--- config.mk ---
export PLATFORM = sky130hd
export DESIGN_NAME = yuv420sp_crop_scale_address_top
export DESIGN_NICKNAME = d
export VERILOG_FILES = /design/src/hdl/ycsa_pkg.sv /design/src/hdl/ycsa_div.sv /design/src/hdl/yuv420sp_crop_scale_address_top.sv
export SDC_FILE = /design/constraint.sdc
export NUM_CORES = 2
export LEC_CHECK = 0
export ABC_CLOCK_PERIOD_IN_PS = 9500
export BUFFER_PORTS_ARGS = -buffer_cell sky130_fd_sc_hd__buf_2
export CORE_MARGIN = 2
export CORE_UTILIZATION = 35
export CTS_CLUSTER_DIAMETER = 40
export CTS_CLUSTER_SIZE = 28
export DETAILED_ROUTE_END_ITERATION = 10
export GPL_TIMING_DRIVEN = 0
export PLACE_DENSITY_LB_ADDON = 0.3
export SETUP_SLACK_MARGIN = 0.05
export SLEW_MARGIN = 10
export SYNTH_ARGS = -nofsm -noshare
export SYNTH_HDL_FRONTEND = slang
export SYNTH_SLANG_ARGS = --single-unit
--- constraint.sdc ---
create_clock -name clk -period 9.5 [get_ports clk]
set_input_delay 0.95 -clock clk [delete_from_list [all_inputs] [get_ports clk]]
set_output_delay 0.95 -clock clk [all_outputs]
set_load 0.1 [all_outputs]
--- src/hdl/ycsa_pkg.sv ---
package ycsa_pkg;

    // Field widths
    localparam int SIZE_W   = 13;
    localparam int ORIG_W   = 12;
    localparam int COORD_W  = 12;
    localparam int OFF_W    = 25;
    localparam int IDX_W    = 3;

    // Divider geometry: quotient never exceeds a crop size
    localparam int QUO_W    = SIZE_W;
    localparam int PROD_W   = COORD_W + SIZE_W;
    localparam int POS_W    = SIZE_W + 1;
    localparam int LANES    = 2;
    localparam int LANE_X   = 0;
    localparam int LANE_Y   = 1;

    localparam int MAX_DIM_DEFAULT = 4096;

    // Register indexes
    localparam logic [IDX_W-1:0] REG_SOURCE_WIDTH  = IDX_W'(0);
    localparam logic [IDX_W-1:0] REG_SOURCE_HEIGHT = IDX_W'(1);
    localparam logic [IDX_W-1:0] REG_CROP_LEFT     = IDX_W'(2);
    localparam logic [IDX_W-1:0] REG_CROP_TOP      = IDX_W'(3);
    localparam logic [IDX_W-1:0] REG_CROP_WIDTH    = IDX_W'(4);
    localparam logic [IDX_W-1:0] REG_CROP_HEIGHT   = IDX_W'(5);
    localparam logic [IDX_W-1:0] REG_TARGET_WIDTH  = IDX_W'(6);
    localparam logic [IDX_W-1:0] REG_TARGET_HEIGHT = IDX_W'(7);

    // Register reset values
    localparam logic [SIZE_W-1:0] RST_SOURCE_WIDTH  = SIZE_W'(640);
    localparam logic [SIZE_W-1:0] RST_SOURCE_HEIGHT = SIZE_W'(640);
    localparam logic [ORIG_W-1:0] RST_CROP_LEFT     = ORIG_W'(0);
    localparam logic [ORIG_W-1:0] RST_CROP_TOP      = ORIG_W'(0);
    localparam logic [SIZE_W-1:0] RST_CROP_WIDTH    = SIZE_W'(64);
    localparam logic [SIZE_W-1:0] RST_CROP_HEIGHT   = SIZE_W'(128);
    localparam logic [SIZE_W-1:0] RST_TARGET_WIDTH  = SIZE_W'(64);
    localparam logic [SIZE_W-1:0] RST_TARGET_HEIGHT = SIZE_W'(128);

    // Per-item data that rides along the divider
    typedef struct packed {
        logic               mode;
        logic               in_plane;
        logic [PROD_W-1:0]  dmul;
        logic [COORD_W-1:0] col;
    } div_side_t;

    // Clamp a size register to the largest supported dimension
    function automatic logic [SIZE_W-1:0] sat_size(input logic [SIZE_W-1:0] v, input int max_dim);
        logic [SIZE_W-1:0] res;
        res = v;
        if (int'(v) > max_dim)
        begin
            res = SIZE_W'(max_dim);
        end
        return res;
    endfunction

    // Clamp a crop origin to the last supported position
    function automatic logic [ORIG_W-1:0] sat_origin(input logic [ORIG_W-1:0] v,
                                                     input int max_dim);
        logic [ORIG_W-1:0] res;
        res = v;
        if (int'(v) > max_dim - 1)
        begin
            res = ORIG_W'(max_dim - 1);
        end
        return res;
    endfunction

endpackage

--- src/hdl/ycsa_div.sv ---
// Pipelined restoring divider, two lanes, one quotient bit per stage.
// The dividend must stay below den * 2**QUO_W for a meaningful quotient.
module ycsa_div (
    input  logic                                                    clk,
    input  logic                                                    rst_n,
    input  logic                                                    in_valid,
    output logic                                                    in_ready,
    input  logic [ycsa_pkg::LANES-1:0][ycsa_pkg::PROD_W-1:0]        num,
    input  logic [ycsa_pkg::LANES-1:0][ycsa_pkg::SIZE_W-1:0]        den,
    input  ycsa_pkg::div_side_t                                     in_side,
    output logic                                                    out_valid,
    input  logic                                                    out_ready,
    output logic [ycsa_pkg::LANES-1:0][ycsa_pkg::QUO_W-1:0]         quo,
    output ycsa_pkg::div_side_t                                     out_side
);

    localparam int STAGES = ycsa_pkg::QUO_W;
    localparam int SW     = ycsa_pkg::SIZE_W;
    localparam int QW     = ycsa_pkg::QUO_W;
    localparam int NL     = ycsa_pkg::LANES;

    logic                      v_reg    [STAGES];
    logic [STAGES:0]           go;
    logic [NL-1:0][SW-1:0]     rem_reg  [STAGES];
    logic [NL-1:0][QW-1:0]     lo_reg   [STAGES];
    logic [NL-1:0][QW-1:0]     quo_reg  [STAGES];
    logic [NL-1:0][SW-1:0]     den_reg  [STAGES];
    ycsa_pkg::div_side_t       side_reg [STAGES];

    logic                      v_in     [STAGES];
    logic [NL-1:0][SW-1:0]     rem_in   [STAGES];
    logic [NL-1:0][QW-1:0]     lo_in    [STAGES];
    logic [NL-1:0][QW-1:0]     quo_in   [STAGES];
    logic [NL-1:0][SW-1:0]     den_in   [STAGES];
    ycsa_pkg::div_side_t       side_in  [STAGES];

    logic [NL-1:0][SW-1:0]     rem_nx   [STAGES];
    logic [NL-1:0][QW-1:0]     lo_nx    [STAGES];
    logic [NL-1:0][QW-1:0]     quo_nx   [STAGES];

    // A stage loads when it is empty or its item moves on
    assign go[STAGES] = out_ready;

    genvar s, l;
    generate
        for (s = 0; s < STAGES; s++)
        begin : g_stage
            assign go[s] = !v_reg[s] || go[s+1];

            // Stage source: input port or previous stage
            if (s == 0)
            begin : g_first
                assign v_in[s]    = in_valid;
                assign den_in[s]  = den;
                assign side_in[s] = in_side;
                assign quo_in[s]  = '0;
                for (l = 0; l < NL; l++)
                begin : g_load
                    assign rem_in[s][l] = SW'(num[l][ycsa_pkg::PROD_W-1:QW]);
                    assign lo_in[s][l]  = num[l][QW-1:0];
                end
            end
            else
            begin : g_next
                assign v_in[s]    = v_reg[s-1];
                assign den_in[s]  = den_reg[s-1];
                assign side_in[s] = side_reg[s-1];
                assign quo_in[s]  = quo_reg[s-1];
                assign rem_in[s]  = rem_reg[s-1];
                assign lo_in[s]   = lo_reg[s-1];
            end

            // One trial subtraction per lane
            for (l = 0; l < NL; l++)
            begin : g_lane
                logic [SW:0] trial;
                logic [SW:0] diff;
                logic        ge;

                assign trial          = {rem_in[s][l], lo_in[s][l][QW-1]};
                assign diff           = trial - {1'b0, den_in[s][l]};
                assign ge             = trial >= {1'b0, den_in[s][l]};
                assign rem_nx[s][l]   = ge ? diff[SW-1:0] : trial[SW-1:0];
                assign lo_nx[s][l]    = {lo_in[s][l][QW-2:0], 1'b0};
                assign quo_nx[s][l]   = {quo_in[s][l][QW-2:0], ge};
            end

            // Advance valid bit
            always_ff @(posedge clk or negedge rst_n)
            begin
                if (!rst_n)
                begin
                    v_reg[s] <= 1'b0;
                end
                else if (go[s])
                begin
                    v_reg[s] <= v_in[s];
                end
            end

            // Advance payload
            always_ff @(posedge clk)
            begin
                if (go[s])
                begin
                    rem_reg[s]  <= rem_nx[s];
                    lo_reg[s]   <= lo_nx[s];
                    quo_reg[s]  <= quo_nx[s];
                    den_reg[s]  <= den_in[s];
                    side_reg[s] <= side_in[s];
                end
            end
        end
    endgenerate

    assign in_ready  = go[0];
    assign out_valid = v_reg[STAGES-1];
    assign quo       = quo_reg[STAGES-1];
    assign out_side  = side_reg[STAGES-1];

endmodule

--- src/hdl/yuv420sp_crop_scale_address_top.sv ---
// Pipeline: 19 register stages (2 setup, 13 divider, 4 offset); the first loads at
// the accept edge. Empty stages fill while the output is stalled.
// Throughput: one item per cycle while out_ready is high; the 13-stage quotient
// divider, one bit per stage, sets the depth.
// Reset: configuration registers return to their defaults, all valid bits clear.
module yuv420sp_crop_scale_address_top #(
    parameter int MAX_DIM = ycsa_pkg::MAX_DIM_DEFAULT
) (
    input  logic                          clk,
    input  logic                          rst_n,
    input  logic                          cfg_valid,
    output logic                          cfg_ready,
    input  logic [ycsa_pkg::IDX_W-1:0]    cfg_index,
    input  logic [ycsa_pkg::SIZE_W-1:0]   cfg_data,
    input  logic                          in_valid,
    output logic                          in_ready,
    input  logic [ycsa_pkg::COORD_W-1:0]  out_col,
    input  logic [ycsa_pkg::COORD_W-1:0]  out_row,
    input  logic                          mode,
    output logic                          out_valid,
    input  logic                          out_ready,
    output logic [ycsa_pkg::OFF_W-1:0]    source_offset,
    output logic [ycsa_pkg::OFF_W-1:0]    dest_offset,
    output logic                          in_range
);

    localparam int SW      = ycsa_pkg::SIZE_W;
    localparam int OW      = ycsa_pkg::ORIG_W;
    localparam int CW      = ycsa_pkg::COORD_W;
    localparam int FW      = ycsa_pkg::OFF_W;
    localparam int PW      = ycsa_pkg::PROD_W;
    localparam int XW      = ycsa_pkg::POS_W;
    localparam int SPROD_W = ycsa_pkg::POS_W + ycsa_pkg::SIZE_W;
    localparam int PLANE_W = 2 * ycsa_pkg::SIZE_W;
    localparam int LX      = ycsa_pkg::LANE_X;
    localparam int LY      = ycsa_pkg::LANE_Y;

    // Halve a size or origin for the chroma plane
    function automatic logic [SW-1:0] pick_half(input logic [SW-1:0] v, input logic half);
        return half ? (v >> 1) : v;
    endfunction

    // Configuration registers
    logic [SW-1:0] source_width_reg;
    logic [SW-1:0] source_height_reg;
    logic [OW-1:0] crop_left_reg;
    logic [OW-1:0] crop_top_reg;
    logic [SW-1:0] crop_width_reg;
    logic [SW-1:0] crop_height_reg;
    logic [SW-1:0] target_width_reg;
    logic [SW-1:0] target_height_reg;

    logic [FW-1:0]      plane_src_reg;
    logic [FW-1:0]      plane_dst_reg;
    logic [PLANE_W-1:0] plane_src_next;
    logic [PLANE_W-1:0] plane_dst_next;

    // Stall chain
    logic go_a, go_b, go_c, go_d, go_e, go_f;

    // Stage A: coordinate capture and range check
    logic          a_v_reg;
    logic [CW-1:0] a_col_reg;
    logic [CW-1:0] a_row_reg;
    logic          a_mode_reg;
    logic          a_inside_reg;
    logic [SW-1:0] tw_a;
    logic [SW-1:0] th_a;
    logic          inside_next;

    // Stage B: scaled dividends and destination row product
    logic                   b_v_reg;
    logic [1:0][PW-1:0]     b_num_reg;
    logic [PW-1:0]          b_dmul_reg;
    logic [CW-1:0]          b_col_reg;
    logic                   b_mode_reg;
    logic                   b_inside_reg;
    logic [SW-1:0]          cw_b;
    logic [SW-1:0]          ch_b;
    logic [SW-1:0]          tw_b;
    logic [1:0][PW-1:0]     num_next;
    logic [PW-1:0]          dmul_next;

    // Divider boundary
    logic                               div_in_ready;
    logic [1:0][SW-1:0]                 div_den;
    ycsa_pkg::div_side_t                div_in_side;
    logic                               div_out_valid;
    logic                               div_out_ready;
    logic [1:0][ycsa_pkg::QUO_W-1:0]    div_quo;
    ycsa_pkg::div_side_t                div_out_side;

    // Stage C: source position and linear destination index
    logic          c_v_reg;
    logic [XW-1:0] c_sx_reg;
    logic [XW-1:0] c_sy_reg;
    logic [FW-1:0] c_dlin_reg;
    logic          c_mode_reg;
    logic          c_inside_reg;
    logic [SW-1:0] cl_c;
    logic [SW-1:0] ct_c;

    // Stage D: source row product and destination offset
    logic               d_v_reg;
    logic [FW-1:0]      d_prod_reg;
    logic [XW-1:0]      d_sx_reg;
    logic [FW-1:0]      d_dst_reg;
    logic               d_mode_reg;
    logic               d_inside_reg;
    logic [SW-1:0]      sw_d;
    logic [SPROD_W-1:0] sprod_d;
    logic [FW-1:0]      dst_next;

    // Stage E: linear source index
    logic          e_v_reg;
    logic [FW-1:0] e_slin_reg;
    logic [FW-1:0] e_dst_reg;
    logic          e_mode_reg;
    logic          e_inside_reg;

    // Stage F: output register
    logic          f_v_reg;
    logic [FW-1:0] f_src_reg;
    logic [FW-1:0] f_dst_reg;
    logic          f_inside_reg;
    logic [FW-1:0] src_next;

    // Write configuration registers
    assign cfg_ready = 1'b1;

    always_ff @(posedge clk or negedge rst_n)
    begin
        if (!rst_n)
        begin
            source_width_reg  <= ycsa_pkg::sat_size(ycsa_pkg::RST_SOURCE_WIDTH, MAX_DIM);
            source_height_reg <= ycsa_pkg::sat_size(ycsa_pkg::RST_SOURCE_HEIGHT, MAX_DIM);
            crop_left_reg     <= ycsa_pkg::sat_origin(ycsa_pkg::RST_CROP_LEFT, MAX_DIM);
            crop_top_reg      <= ycsa_pkg::sat_origin(ycsa_pkg::RST_CROP_TOP, MAX_DIM);
            crop_width_reg    <= ycsa_pkg::sat_size(ycsa_pkg::RST_CROP_WIDTH, MAX_DIM);
            crop_height_reg   <= ycsa_pkg::sat_size(ycsa_pkg::RST_CROP_HEIGHT, MAX_DIM);
            target_width_reg  <= ycsa_pkg::sat_size(ycsa_pkg::RST_TARGET_WIDTH, MAX_DIM);
            target_height_reg <= ycsa_pkg::sat_size(ycsa_pkg::RST_TARGET_HEIGHT, MAX_DIM);
        end
        else if (cfg_valid)
        begin
            case (cfg_index)
                ycsa_pkg::REG_SOURCE_WIDTH:
                    source_width_reg  <= ycsa_pkg::sat_size(cfg_data, MAX_DIM);
                ycsa_pkg::REG_SOURCE_HEIGHT:
                    source_height_reg <= ycsa_pkg::sat_size(cfg_data, MAX_DIM);
                ycsa_pkg::REG_CROP_LEFT:
                    crop_left_reg     <= ycsa_pkg::sat_origin(cfg_data[OW-1:0], MAX_DIM);
                ycsa_pkg::REG_CROP_TOP:
                    crop_top_reg      <= ycsa_pkg::sat_origin(cfg_data[OW-1:0], MAX_DIM);
                ycsa_pkg::REG_CROP_WIDTH:
                    crop_width_reg    <= ycsa_pkg::sat_size(cfg_data, MAX_DIM);
                ycsa_pkg::REG_CROP_HEIGHT:
                    crop_height_reg   <= ycsa_pkg::sat_size(cfg_data, MAX_DIM);
                ycsa_pkg::REG_TARGET_WIDTH:
                    target_width_reg  <= ycsa_pkg::sat_size(cfg_data, MAX_DIM);
                ycsa_pkg::REG_TARGET_HEIGHT:
                    target_height_reg <= ycsa_pkg::sat_size(cfg_data, MAX_DIM);
                default:
                    ;
            endcase
        end
    end

    // Track luma plane sizes, the base of the chroma planes
    assign plane_src_next = PLANE_W'(source_width_reg) * PLANE_W'(source_height_reg);
    assign plane_dst_next = PLANE_W'(target_width_reg) * PLANE_W'(target_height_reg);

    always_ff @(posedge clk)
    begin
        plane_src_reg <= plane_src_next[FW-1:0];
        plane_dst_reg <= plane_dst_next[FW-1:0];
    end

    // Stall chain: a stage loads when empty or when its item moves on
    assign go_f          = !f_v_reg || out_ready;
    assign go_e          = !e_v_reg || go_f;
    assign go_d          = !d_v_reg || go_e;
    assign go_c          = !c_v_reg || go_d;
    assign div_out_ready = go_c;
    assign go_b          = !b_v_reg || div_in_ready;
    assign go_a          = !a_v_reg || go_b;
    assign in_ready      = go_a;

    // Stage A: check the coordinate against the selected plane
    assign tw_a        = pick_half(target_width_reg, mode);
    assign th_a        = pick_half(target_height_reg, mode);
    assign inside_next = (SW'(out_col) < tw_a) && (SW'(out_row) < th_a);

    always_ff @(posedge clk or negedge rst_n)
    begin
        if (!rst_n)
        begin
            a_v_reg <= 1'b0;
        end
        else if (go_a)
        begin
            a_v_reg <= in_valid;
        end
    end

    always_ff @(posedge clk)
    begin
        if (go_a)
        begin
            a_col_reg    <= out_col;
            a_row_reg    <= out_row;
            a_mode_reg   <= mode;
            a_inside_reg <= inside_next;
        end
    end

    // Stage B: scale coordinates by the crop size
    assign cw_b          = pick_half(crop_width_reg, a_mode_reg);
    assign ch_b          = pick_half(crop_height_reg, a_mode_reg);
    assign tw_b          = pick_half(target_width_reg, a_mode_reg);
    assign num_next[LX]  = PW'(a_col_reg) * PW'(cw_b);
    assign num_next[LY]  = PW'(a_row_reg) * PW'(ch_b);
    assign dmul_next     = PW'(a_row_reg) * PW'(tw_b);

    always_ff @(posedge clk or negedge rst_n)
    begin
        if (!rst_n)
        begin
            b_v_reg <= 1'b0;
        end
        else if (go_b)
        begin
            b_v_reg <= a_v_reg;
        end
    end

    always_ff @(posedge clk)
    begin
        if (go_b)
        begin
            b_num_reg    <= num_next;
            b_dmul_reg   <= dmul_next;
            b_col_reg    <= a_col_reg;
            b_mode_reg   <= a_mode_reg;
            b_inside_reg <= a_inside_reg;
        end
    end

    // Divide by the target size of the selected plane
    assign div_den[LX]          = pick_half(target_width_reg, b_mode_reg);
    assign div_den[LY]          = pick_half(target_height_reg, b_mode_reg);
    assign div_in_side.mode     = b_mode_reg;
    assign div_in_side.in_plane = b_inside_reg;
    assign div_in_side.dmul     = b_dmul_reg;
    assign div_in_side.col      = b_col_reg;

    ycsa_div u_div (
        .clk       (clk),
        .rst_n     (rst_n),
        .in_valid  (b_v_reg),
        .in_ready  (div_in_ready),
        .num       (b_num_reg),
        .den       (div_den),
        .in_side   (div_in_side),
        .out_valid (div_out_valid),
        .out_ready (div_out_ready),
        .quo       (div_quo),
        .out_side  (div_out_side)
    );

    // Stage C: add crop origin, finish destination index
    assign cl_c = pick_half(SW'(crop_left_reg), div_out_side.mode);
    assign ct_c = pick_half(SW'(crop_top_reg), div_out_side.mode);

    always_ff @(posedge clk or negedge rst_n)
    begin
        if (!rst_n)
        begin
            c_v_reg <= 1'b0;
        end
        else if (go_c)
        begin
            c_v_reg <= div_out_valid;
        end
    end

    always_ff @(posedge clk)
    begin
        if (go_c)
        begin
            c_sx_reg     <= XW'(cl_c) + XW'(div_quo[LX]);
            c_sy_reg     <= XW'(ct_c) + XW'(div_quo[LY]);
            c_dlin_reg   <= FW'(div_out_side.dmul) + FW'(div_out_side.col);
            c_mode_reg   <= div_out_side.mode;
            c_inside_reg <= div_out_side.in_plane;
        end
    end

    // Stage D: source row times line pitch, destination byte offset
    assign sw_d     = pick_half(source_width_reg, c_mode_reg);
    assign sprod_d  = SPROD_W'(c_sy_reg) * SPROD_W'(sw_d);
    assign dst_next = c_mode_reg ? (plane_dst_reg + (c_dlin_reg << 1)) : c_dlin_reg;

    always_ff @(posedge clk or negedge rst_n)
    begin
        if (!rst_n)
        begin
            d_v_reg <= 1'b0;
        end
        else if (go_d)
        begin
            d_v_reg <= c_v_reg;
        end
    end

    always_ff @(posedge clk)
    begin
        if (go_d)
        begin
            d_prod_reg   <= sprod_d[FW-1:0];
            d_sx_reg     <= c_sx_reg;
            d_dst_reg    <= dst_next;
            d_mode_reg   <= c_mode_reg;
            d_inside_reg <= c_inside_reg;
        end
    end

    // Stage E: linear source index
    always_ff @(posedge clk or negedge rst_n)
    begin
        if (!rst_n)
        begin
            e_v_reg <= 1'b0;
        end
        else if (go_e)
        begin
            e_v_reg <= d_v_reg;
        end
    end

    always_ff @(posedge clk)
    begin
        if (go_e)
        begin
            e_slin_reg   <= d_prod_reg + FW'(d_sx_reg);
            e_dst_reg    <= d_dst_reg;
            e_mode_reg   <= d_mode_reg;
            e_inside_reg <= d_inside_reg;
        end
    end

    // Stage F: source byte offset, drop offsets of out-of-range items
    assign src_next = e_mode_reg ? (plane_src_reg + (e_slin_reg << 1)) : e_slin_reg;

    always_ff @(posedge clk or negedge rst_n)
    begin
        if (!rst_n)
        begin
            f_v_reg <= 1'b0;
        end
        else if (go_f)
        begin
            f_v_reg <= e_v_reg;
        end
    end

    always_ff @(posedge clk)
    begin
        if (go_f)
        begin
            f_src_reg    <= e_inside_reg ? src_next : '0;
            f_dst_reg    <= e_inside_reg ? e_dst_reg : '0;
            f_inside_reg <= e_inside_reg;
        end
    end

    assign out_valid     = f_v_reg;
    assign source_offset = f_src_reg;
    assign dest_offset   = f_dst_reg;
    assign in_range      = f_inside_reg;

    // An out-of-range item carries zero offsets
    a_zero_outside: assert property (@(posedge clk) disable iff (!rst_n)
        out_valid && !in_range |-> source_offset == '0 && dest_offset == '0)
        else $error("out-of-range item with nonzero offset");

    // A stalled divider result holds until stage C takes it
    a_div_hold: assert property (@(posedge clk) disable iff (!rst_n)
        div_out_valid && !div_out_ready |=> div_out_valid && $stable(div_quo))
        else $error("divider result lost while stalled");

    // A stalled stage A item stays put
    a_stage_a_hold: assert property (@(posedge clk) disable iff (!rst_n)
        a_v_reg && !go_b |=> a_v_reg && $stable(a_col_reg) && $stable(a_row_reg))
        else $error("stage A item lost while stalled");

endmodule

After elaboration in Yosys (flattened, before gate mapping) --
Memories as Yosys holds them, arrays and structs flattened. Cells that the tools add are included.
Word-level totals: register bits 510, output and inout port bits 54, bits in read-only memories 0, memories kept 5, input bits 46, bits in writable memories 1833, latch bits 0
Memories:
- u_div.side_reg | depth 13, bits a word 39, read ports 13, clocked after Yosys merged registers in 0, wr ports 13, line ycsa_div.sv:28 | ycsa_pkg::div_side_t side_reg [STAGES];
- u_div.den_reg | depth 13, bits a word 26, read ports 12, clocked after Yosys merged registers in 0, wr ports 13, line ycsa_div.sv:27 | logic [NL-1:0][SW-1:0] den_reg [STAGES];
- u_div.quo_reg | depth 13, bits a word 26, read ports 13, clocked after Yosys merged registers in 0, wr ports 13, line ycsa_div.sv:26 | logic [NL-1:0][QW-1:0] quo_reg [STAGES];
- u_div.rem_reg | depth 13, bits a word 26, read ports 12, clocked after Yosys merged registers in 0, wr ports 13, line ycsa_div.sv:24 | logic [NL-1:0][SW-1:0] rem_reg [STAGES];
- u_div.lo_reg | depth 13, bits a word 24, read ports 12, clocked after Yosys merged registers in 0, wr ports 13, line ycsa_div.sv:25 | logic [NL-1:0][QW-1:0] lo_reg [STAGES];
Cells by class: $add $sub $neg 32, multipliers 6, reduce and logical (&&, ||, !) cells 48, magnitude comparators 29, divide/modulo/power cells 0, bitwise gates (word level) 0, eq/ne operators 7, muxes and demuxes 65, shift operators 0
Operators with widths (count):
- $mux W13 | 35
- $sub A13 B13 Y13 | 26
- $ge A14 B13 Y1 | 24
- $mul A12 B13 Y25 | 3
- $add A25 B25 Y25 | 2
- $mul A13 B13 Y25 | 2
- $mux W25 | 2
- $add A12 B13 Y14 | 2
- $ge A13 B13 Y1 | 2
- $lt A12 B13 Y1 | 2
- $mux W1 | 26
- $add A25 B12 Y25 | 1
- $add A25 B14 Y25 | 1
- $mul A14 B13 Y25 | 1
- $mux W12 | 2
- $logic_not A1 Y1 | 19
- $logic_or A1 B1 Y1 | 19
- $reduce_and A2 Y1 | 8
- $gt A13 B13 Y1 const B | 1
- $eq A3 B3 Y1 const B | 4
- $eq A3 B2 Y1 const B | 2
- $eq A3 B1 Y1 const B | 1
- $logic_not A3 Y1 | 1
- $logic_and A1 B1 Y1 | 1

Logic depth before layout (Yosys ltp) --
depth after elaboration 20, gate-level depth with buffers 25, gate-level depth less buffers 22

Hierarchy --
A second synthesis with hierarchy kept.
Unflattened totals: cell total of the unflattened synthesis 10005, area total of the unflattened synthesis 120076.4 sq um
Modules (own cells, without submodules):
- ycsa_div | area an instance 66044.6 sq um, cells an instance 4540, times used 1
- yuv420sp_crop_scale_address_top | area an instance 54031.8 sq um, cells an instance 5465, times used 1

Worst setup path after synthesis --
OpenSTA, ideal clock, no wires.
path kind reg-to-reg, from register f_v_reg (netlist: out_valid), to memory u_div.den_reg[0][156] (netlist name) (enable), required time 8.456 ns, path buffers 0, slack 0.034 ns, library setup time 1.044 ns, arrival 8.422 ns, stages on the path, launching flop included 8, clock period less this slack 9.466 ns, path through dfrtp_1 -> nor2b_1 -> nand2_1 -> nor2_1 -> and2_1 -> nand3_1 -> nor2_1 -> nand2_1
RTL lines:
- start: declaration | line yuv420sp_crop_scale_address_top.sv:122 | logic f_v_reg;
- start signal: assignment | line yuv420sp_crop_scale_address_top.sv:363 | f_v_reg <= e_v_reg;
- end: declaration | line ycsa_div.sv:27

Worst setup path after layout --
from register f_v_reg (netlist: out_valid), to output port in_ready
On the way: cells in the longest elaborated chain, start to end 20
Ends and longest elaborated chain:
- $logic_not A1 Y1 | line yuv420sp_crop_scale_address_top.sv:180 | assign go_f = !f_v_reg || out_ready;
- $logic_or A1 B1 Y1 | line yuv420sp_crop_scale_address_top.sv:180
- $logic_or A1 B1 Y1 | line yuv420sp_crop_scale_address_top.sv:181 | assign go_e = !e_v_reg || go_f;
- via go_e | line yuv420sp_crop_scale_address_top.sv:59 | logic go_a, go_b, go_c, go_d, go_e, go_f;
- $logic_or A1 B1 Y1 | line yuv420sp_crop_scale_address_top.sv:182 | assign go_d = !d_v_reg || go_e;
- $logic_or A1 B1 Y1 | line yuv420sp_crop_scale_address_top.sv:183 | assign go_c = !c_v_reg || go_d;
- $logic_or A1 B1 Y1 (2 in series) | line ycsa_div.sv:48 | assign go[s] = !v_reg[s] || go[s+1];
- via u_div.go[11] | line ycsa_div.sv:23 | logic [STAGES:0] go;
- $logic_or A1 B1 Y1 (11 in series) | line ycsa_div.sv:48
- $logic_or A1 B1 Y1 | line yuv420sp_crop_scale_address_top.sv:185 | assign go_b = !b_v_reg || div_in_ready;
- $logic_or A1 B1 Y1 | line yuv420sp_crop_scale_address_top.sv:186 | assign go_a = !a_v_reg || go_b;
- end: declaration | line yuv420sp_crop_scale_address_top.sv:16 | output logic in_ready,
The timed path passes the listed nets, and every way through them passes these cells.

==> flow_summary.ini <==
[worst_setup_path]
worstPathArrival_ps = 7600
critPathKind = register to output port
path_buf_inv = 4
cp_top_family = simple AND/OR/NAND/NOR gates
cp-end-kind = output port
path_max_fanout = 80
path_cells = nor2b_1 > nand2_4 > nor2_1 > and2_1 > inv_6 > buf_16 > nor3_1 > and3_1 > and3_1 > nand4_1 > buf_6 > buf_2
cp-start-kind = register
crit_path_frequent_cell = and3_1
crit_required_ps = 8550
cp_slowest_stage_delay_ps = 900
slowest_stage = nor3_1

[status]
status = complete, no violations

[pwr]
p_per_area_nw_per_um2 = 366
total_power_uw = 48900
peakVddDrop_mv = 0.356
p_leak_uw = 0.0572

[floorplan]
io_pins = 100
core-area_um2 = 333000
die_w_um = 582
row_count = 212
die_y_um = 582
start_util = 0.351
die_area_um2 = 339000

[grt]
antenna_found_initial = 35
grt_max_degree = 87
grt_overflow = 0
grt_pass1_vias = 73600
grt_pass1_wl_mm = 423
grt_usage = 0.159

[clocking]
cts_resized = 0
post-cts-setup-buffers = 0
cts_root_buf = clkbuf_16
cts_buffers = 289
clk_latency_ps = 860
clk_pin_slew_ps = 60
cts_sinks = 1979
h-tree-depth = 5
cts_tree = yes
clk_path_buf_depth = 4

[sta]
hold_viol_final = 0
fmax_mhz = 117
min_period_ps = 8550
finClkSkew_ps = 75.1
rsz0062_at_grt = no
fin_ws_ps = 950
setup_viol = 0
tightest_slew_ps = 1220
post-route-period-util = 0.900
slew_headroom = 0.184
drv_slew = 0

[synth]
synth_nets = 11200
syn_area_per_cell_um2 = 12.2
synth_flop_cell = edfxtp_1
async_flop_share = 0.0611
netlist_instances = 9588
ys_ff_latch = 1979
yosysSeqAreaShare = 0.498
synth_edf_count = 1808
synthesis.area_um2 = 117000
synth.distinct_cells = 86
yosys_warnings = 0

[place]
dp_cells = 14100
dp_worst_setup_slack_ps = 1220
io_buffers = 98
placed_area_um2 = 124000
hpwlAfterDp_mm = 209
gp_congestion = 0.912

[routing]
vias_per_cell = 4.81
first_pass_iters = 7
vias = 70400
drc_errors = 0
wirelength_mm = 269
drt-initial-drc-count = 4386
avgRoutedWirePerCell_um = 18.3
postRouteAntennaNets = 0

[run]
max_cap_viol_count = 0

[final_layout]
final_cell_mix = edfxtp_1 (1,808), inv_1 (1,475), nand2_1 (886), ha_1 (844), fa_1 (731)
fillers = 31100
largest_register_ffs = 507
fin_nets = 11600
mostFrequentLayoutCell = edfxtp_1
multi_input_area_um2 = 52300
drive_gt1_frac = 0.107
area_delta_synth_final_pct = 14.2
fin_area_um2 = 134000
stdcell_count = 14600
regArea_um2 = 58300

[worst_hold_path]
hold_class = input port to register
-- layer usage --
metal | part of all wire | GRT usage | up-vias | routed length (µm)
met5 | 0.00028 | 0 | - | 76
met4 | 0.029 | 0.0485 | 10 | 7900
met3 | 0.051 | 0.0260 | 464 | 13800
met2 | 0.48 | 0.266 | 1543 | 128000
met1 | 0.44 | 0.210 | 34900 | 119000
li1 | - | - | 33500 | -
-- where the power goes --
part | switching [µW] | internal [µW] | total, µW | leakage (µW)
sequential | 1610 | 14300 | 15900 | 0.0215
combinational | 12800 | 9570 | 22400 | 0.0309
clock | 4080 | 6520 | 10600 | 0.00475
-- worst paths after layout --
kind / slack (ps) / cells after the start / start / end
hold / removal: 330 / 1 / out_col[10] / a_col_reg[10]$_DFFE_PP_
max in group asynchronous: 7960 / 3 / rst_n / crop_top_reg[3]$_DFFE_PN0P_
setup reg to reg: 1220 / 24 / a_mode_reg$_DFFE_PP_ / b_num_reg[46]$_DFFE_PP_
hold reg to reg: 370 / 0 / u_div.side_reg[1][134]$_DFFE_PP_ / u_div.side_reg[2][17]$_DFFE_PP_
setup / recovery: 950 / 12 / out_valid$_DFFE_PN0P_ / in_ready
min in group asynchronous: 650 / 2 / rst_n / target_width_reg[1]$_DFFE_PN0P_
-- Yosys cell counts (all sizes together) (7+ instances only) --
library cell,n,area (µm²)
nand3,99,495
dfxtp,50,1000
dfstp,8,210
nor3,102,510
fa,731,14600
edfxtp,1808,54300
o21ai,336,1680
nor4,27,169
inv,1482,5560
a21boi,38,285
nor2,210,788
o211ai,11,82.6
nand4,92,576
and2,389,2430
mux2,340,3830
nand2,892,3350
o21bai,22,165
xor2,128,1120
a221oi,8,87.6
xnor2,325,2850
a211o,7,62.6
a41oi,11,96.3
clkbuf,206,773
o41ai,7,95.1
ha,844,10600
buf,38,185
or3,65,412
o31ai,29,218
mux2i,75,751
nor2b,173,1090
o21a,70,526
or2,44,275
a31oi,16,115
nand2b,74,463
a211oi,26,195
and3,42,264
dfrtp,113,2830
a21o,150,1130
a21oi,416,2160
-- cells by family (layout without fill, tap and decap cells) --
family,after synthesis,in the layout,share of synthesized area
simple gates,2238,2238,0.0945
flops,1979,1979,0.498
buf+inv,1727,2383,0.0557
fa+ha+maj,1575,1575,0.215
compound gates,1200,1200,0.0633
xor+xnor,453,453,0.0339
mux,415,415,0.0391
other cells,1,17,0.0000320
-- worst reg2reg max path: cells and delay by family, from the launching register on --
kind            cells  cell delay, ps
compound gates      7            1680
xor+xnor            1             350
fa+ha+maj           6            2890
buf+inv             7            1910
flops               1             380
mux                 1             460
simple gates        2             350
-- repair_timing --
item,in CTS,in global routing
endpoints found under the setup margin,0,0
hold buffers,1,0
hold endpoints to repair,7,0
-- metrics by stage --
| step | TNS, ps | hold slack [ps] | utilization |
|---|---|---|---|
| after floorplan | 0 | 400 | - |
| after global placement | -2982760 | 401 | 0.369 |
| after detailed placement | 0 | 405 | 0.372 |
| after CTS | 0 | 257 | 0.401 |
| after global routing | 0 | 281 | 0.401 |
| final | 0 | 333 | 0.401 |
-- layout make-up --
| class | count | share of cell area |
|---|---|---|
| clock buffer | 322 | 0.0566 |
| sequential | 1979 | 0.436 |
| antenna | 16 | 0.000299 |
| tap | 4387 | 0.0411 |
| clock inverter | 202 | 0.0168 |
| inverter | 1483 | 0.0418 |
| timing repair buffer | 132 | 0.00873 |
| buffer | 244 | 0.00718 |
| multi-input combinational | 5882 | 0.391 |
Power figures use the tool's default switching activity.
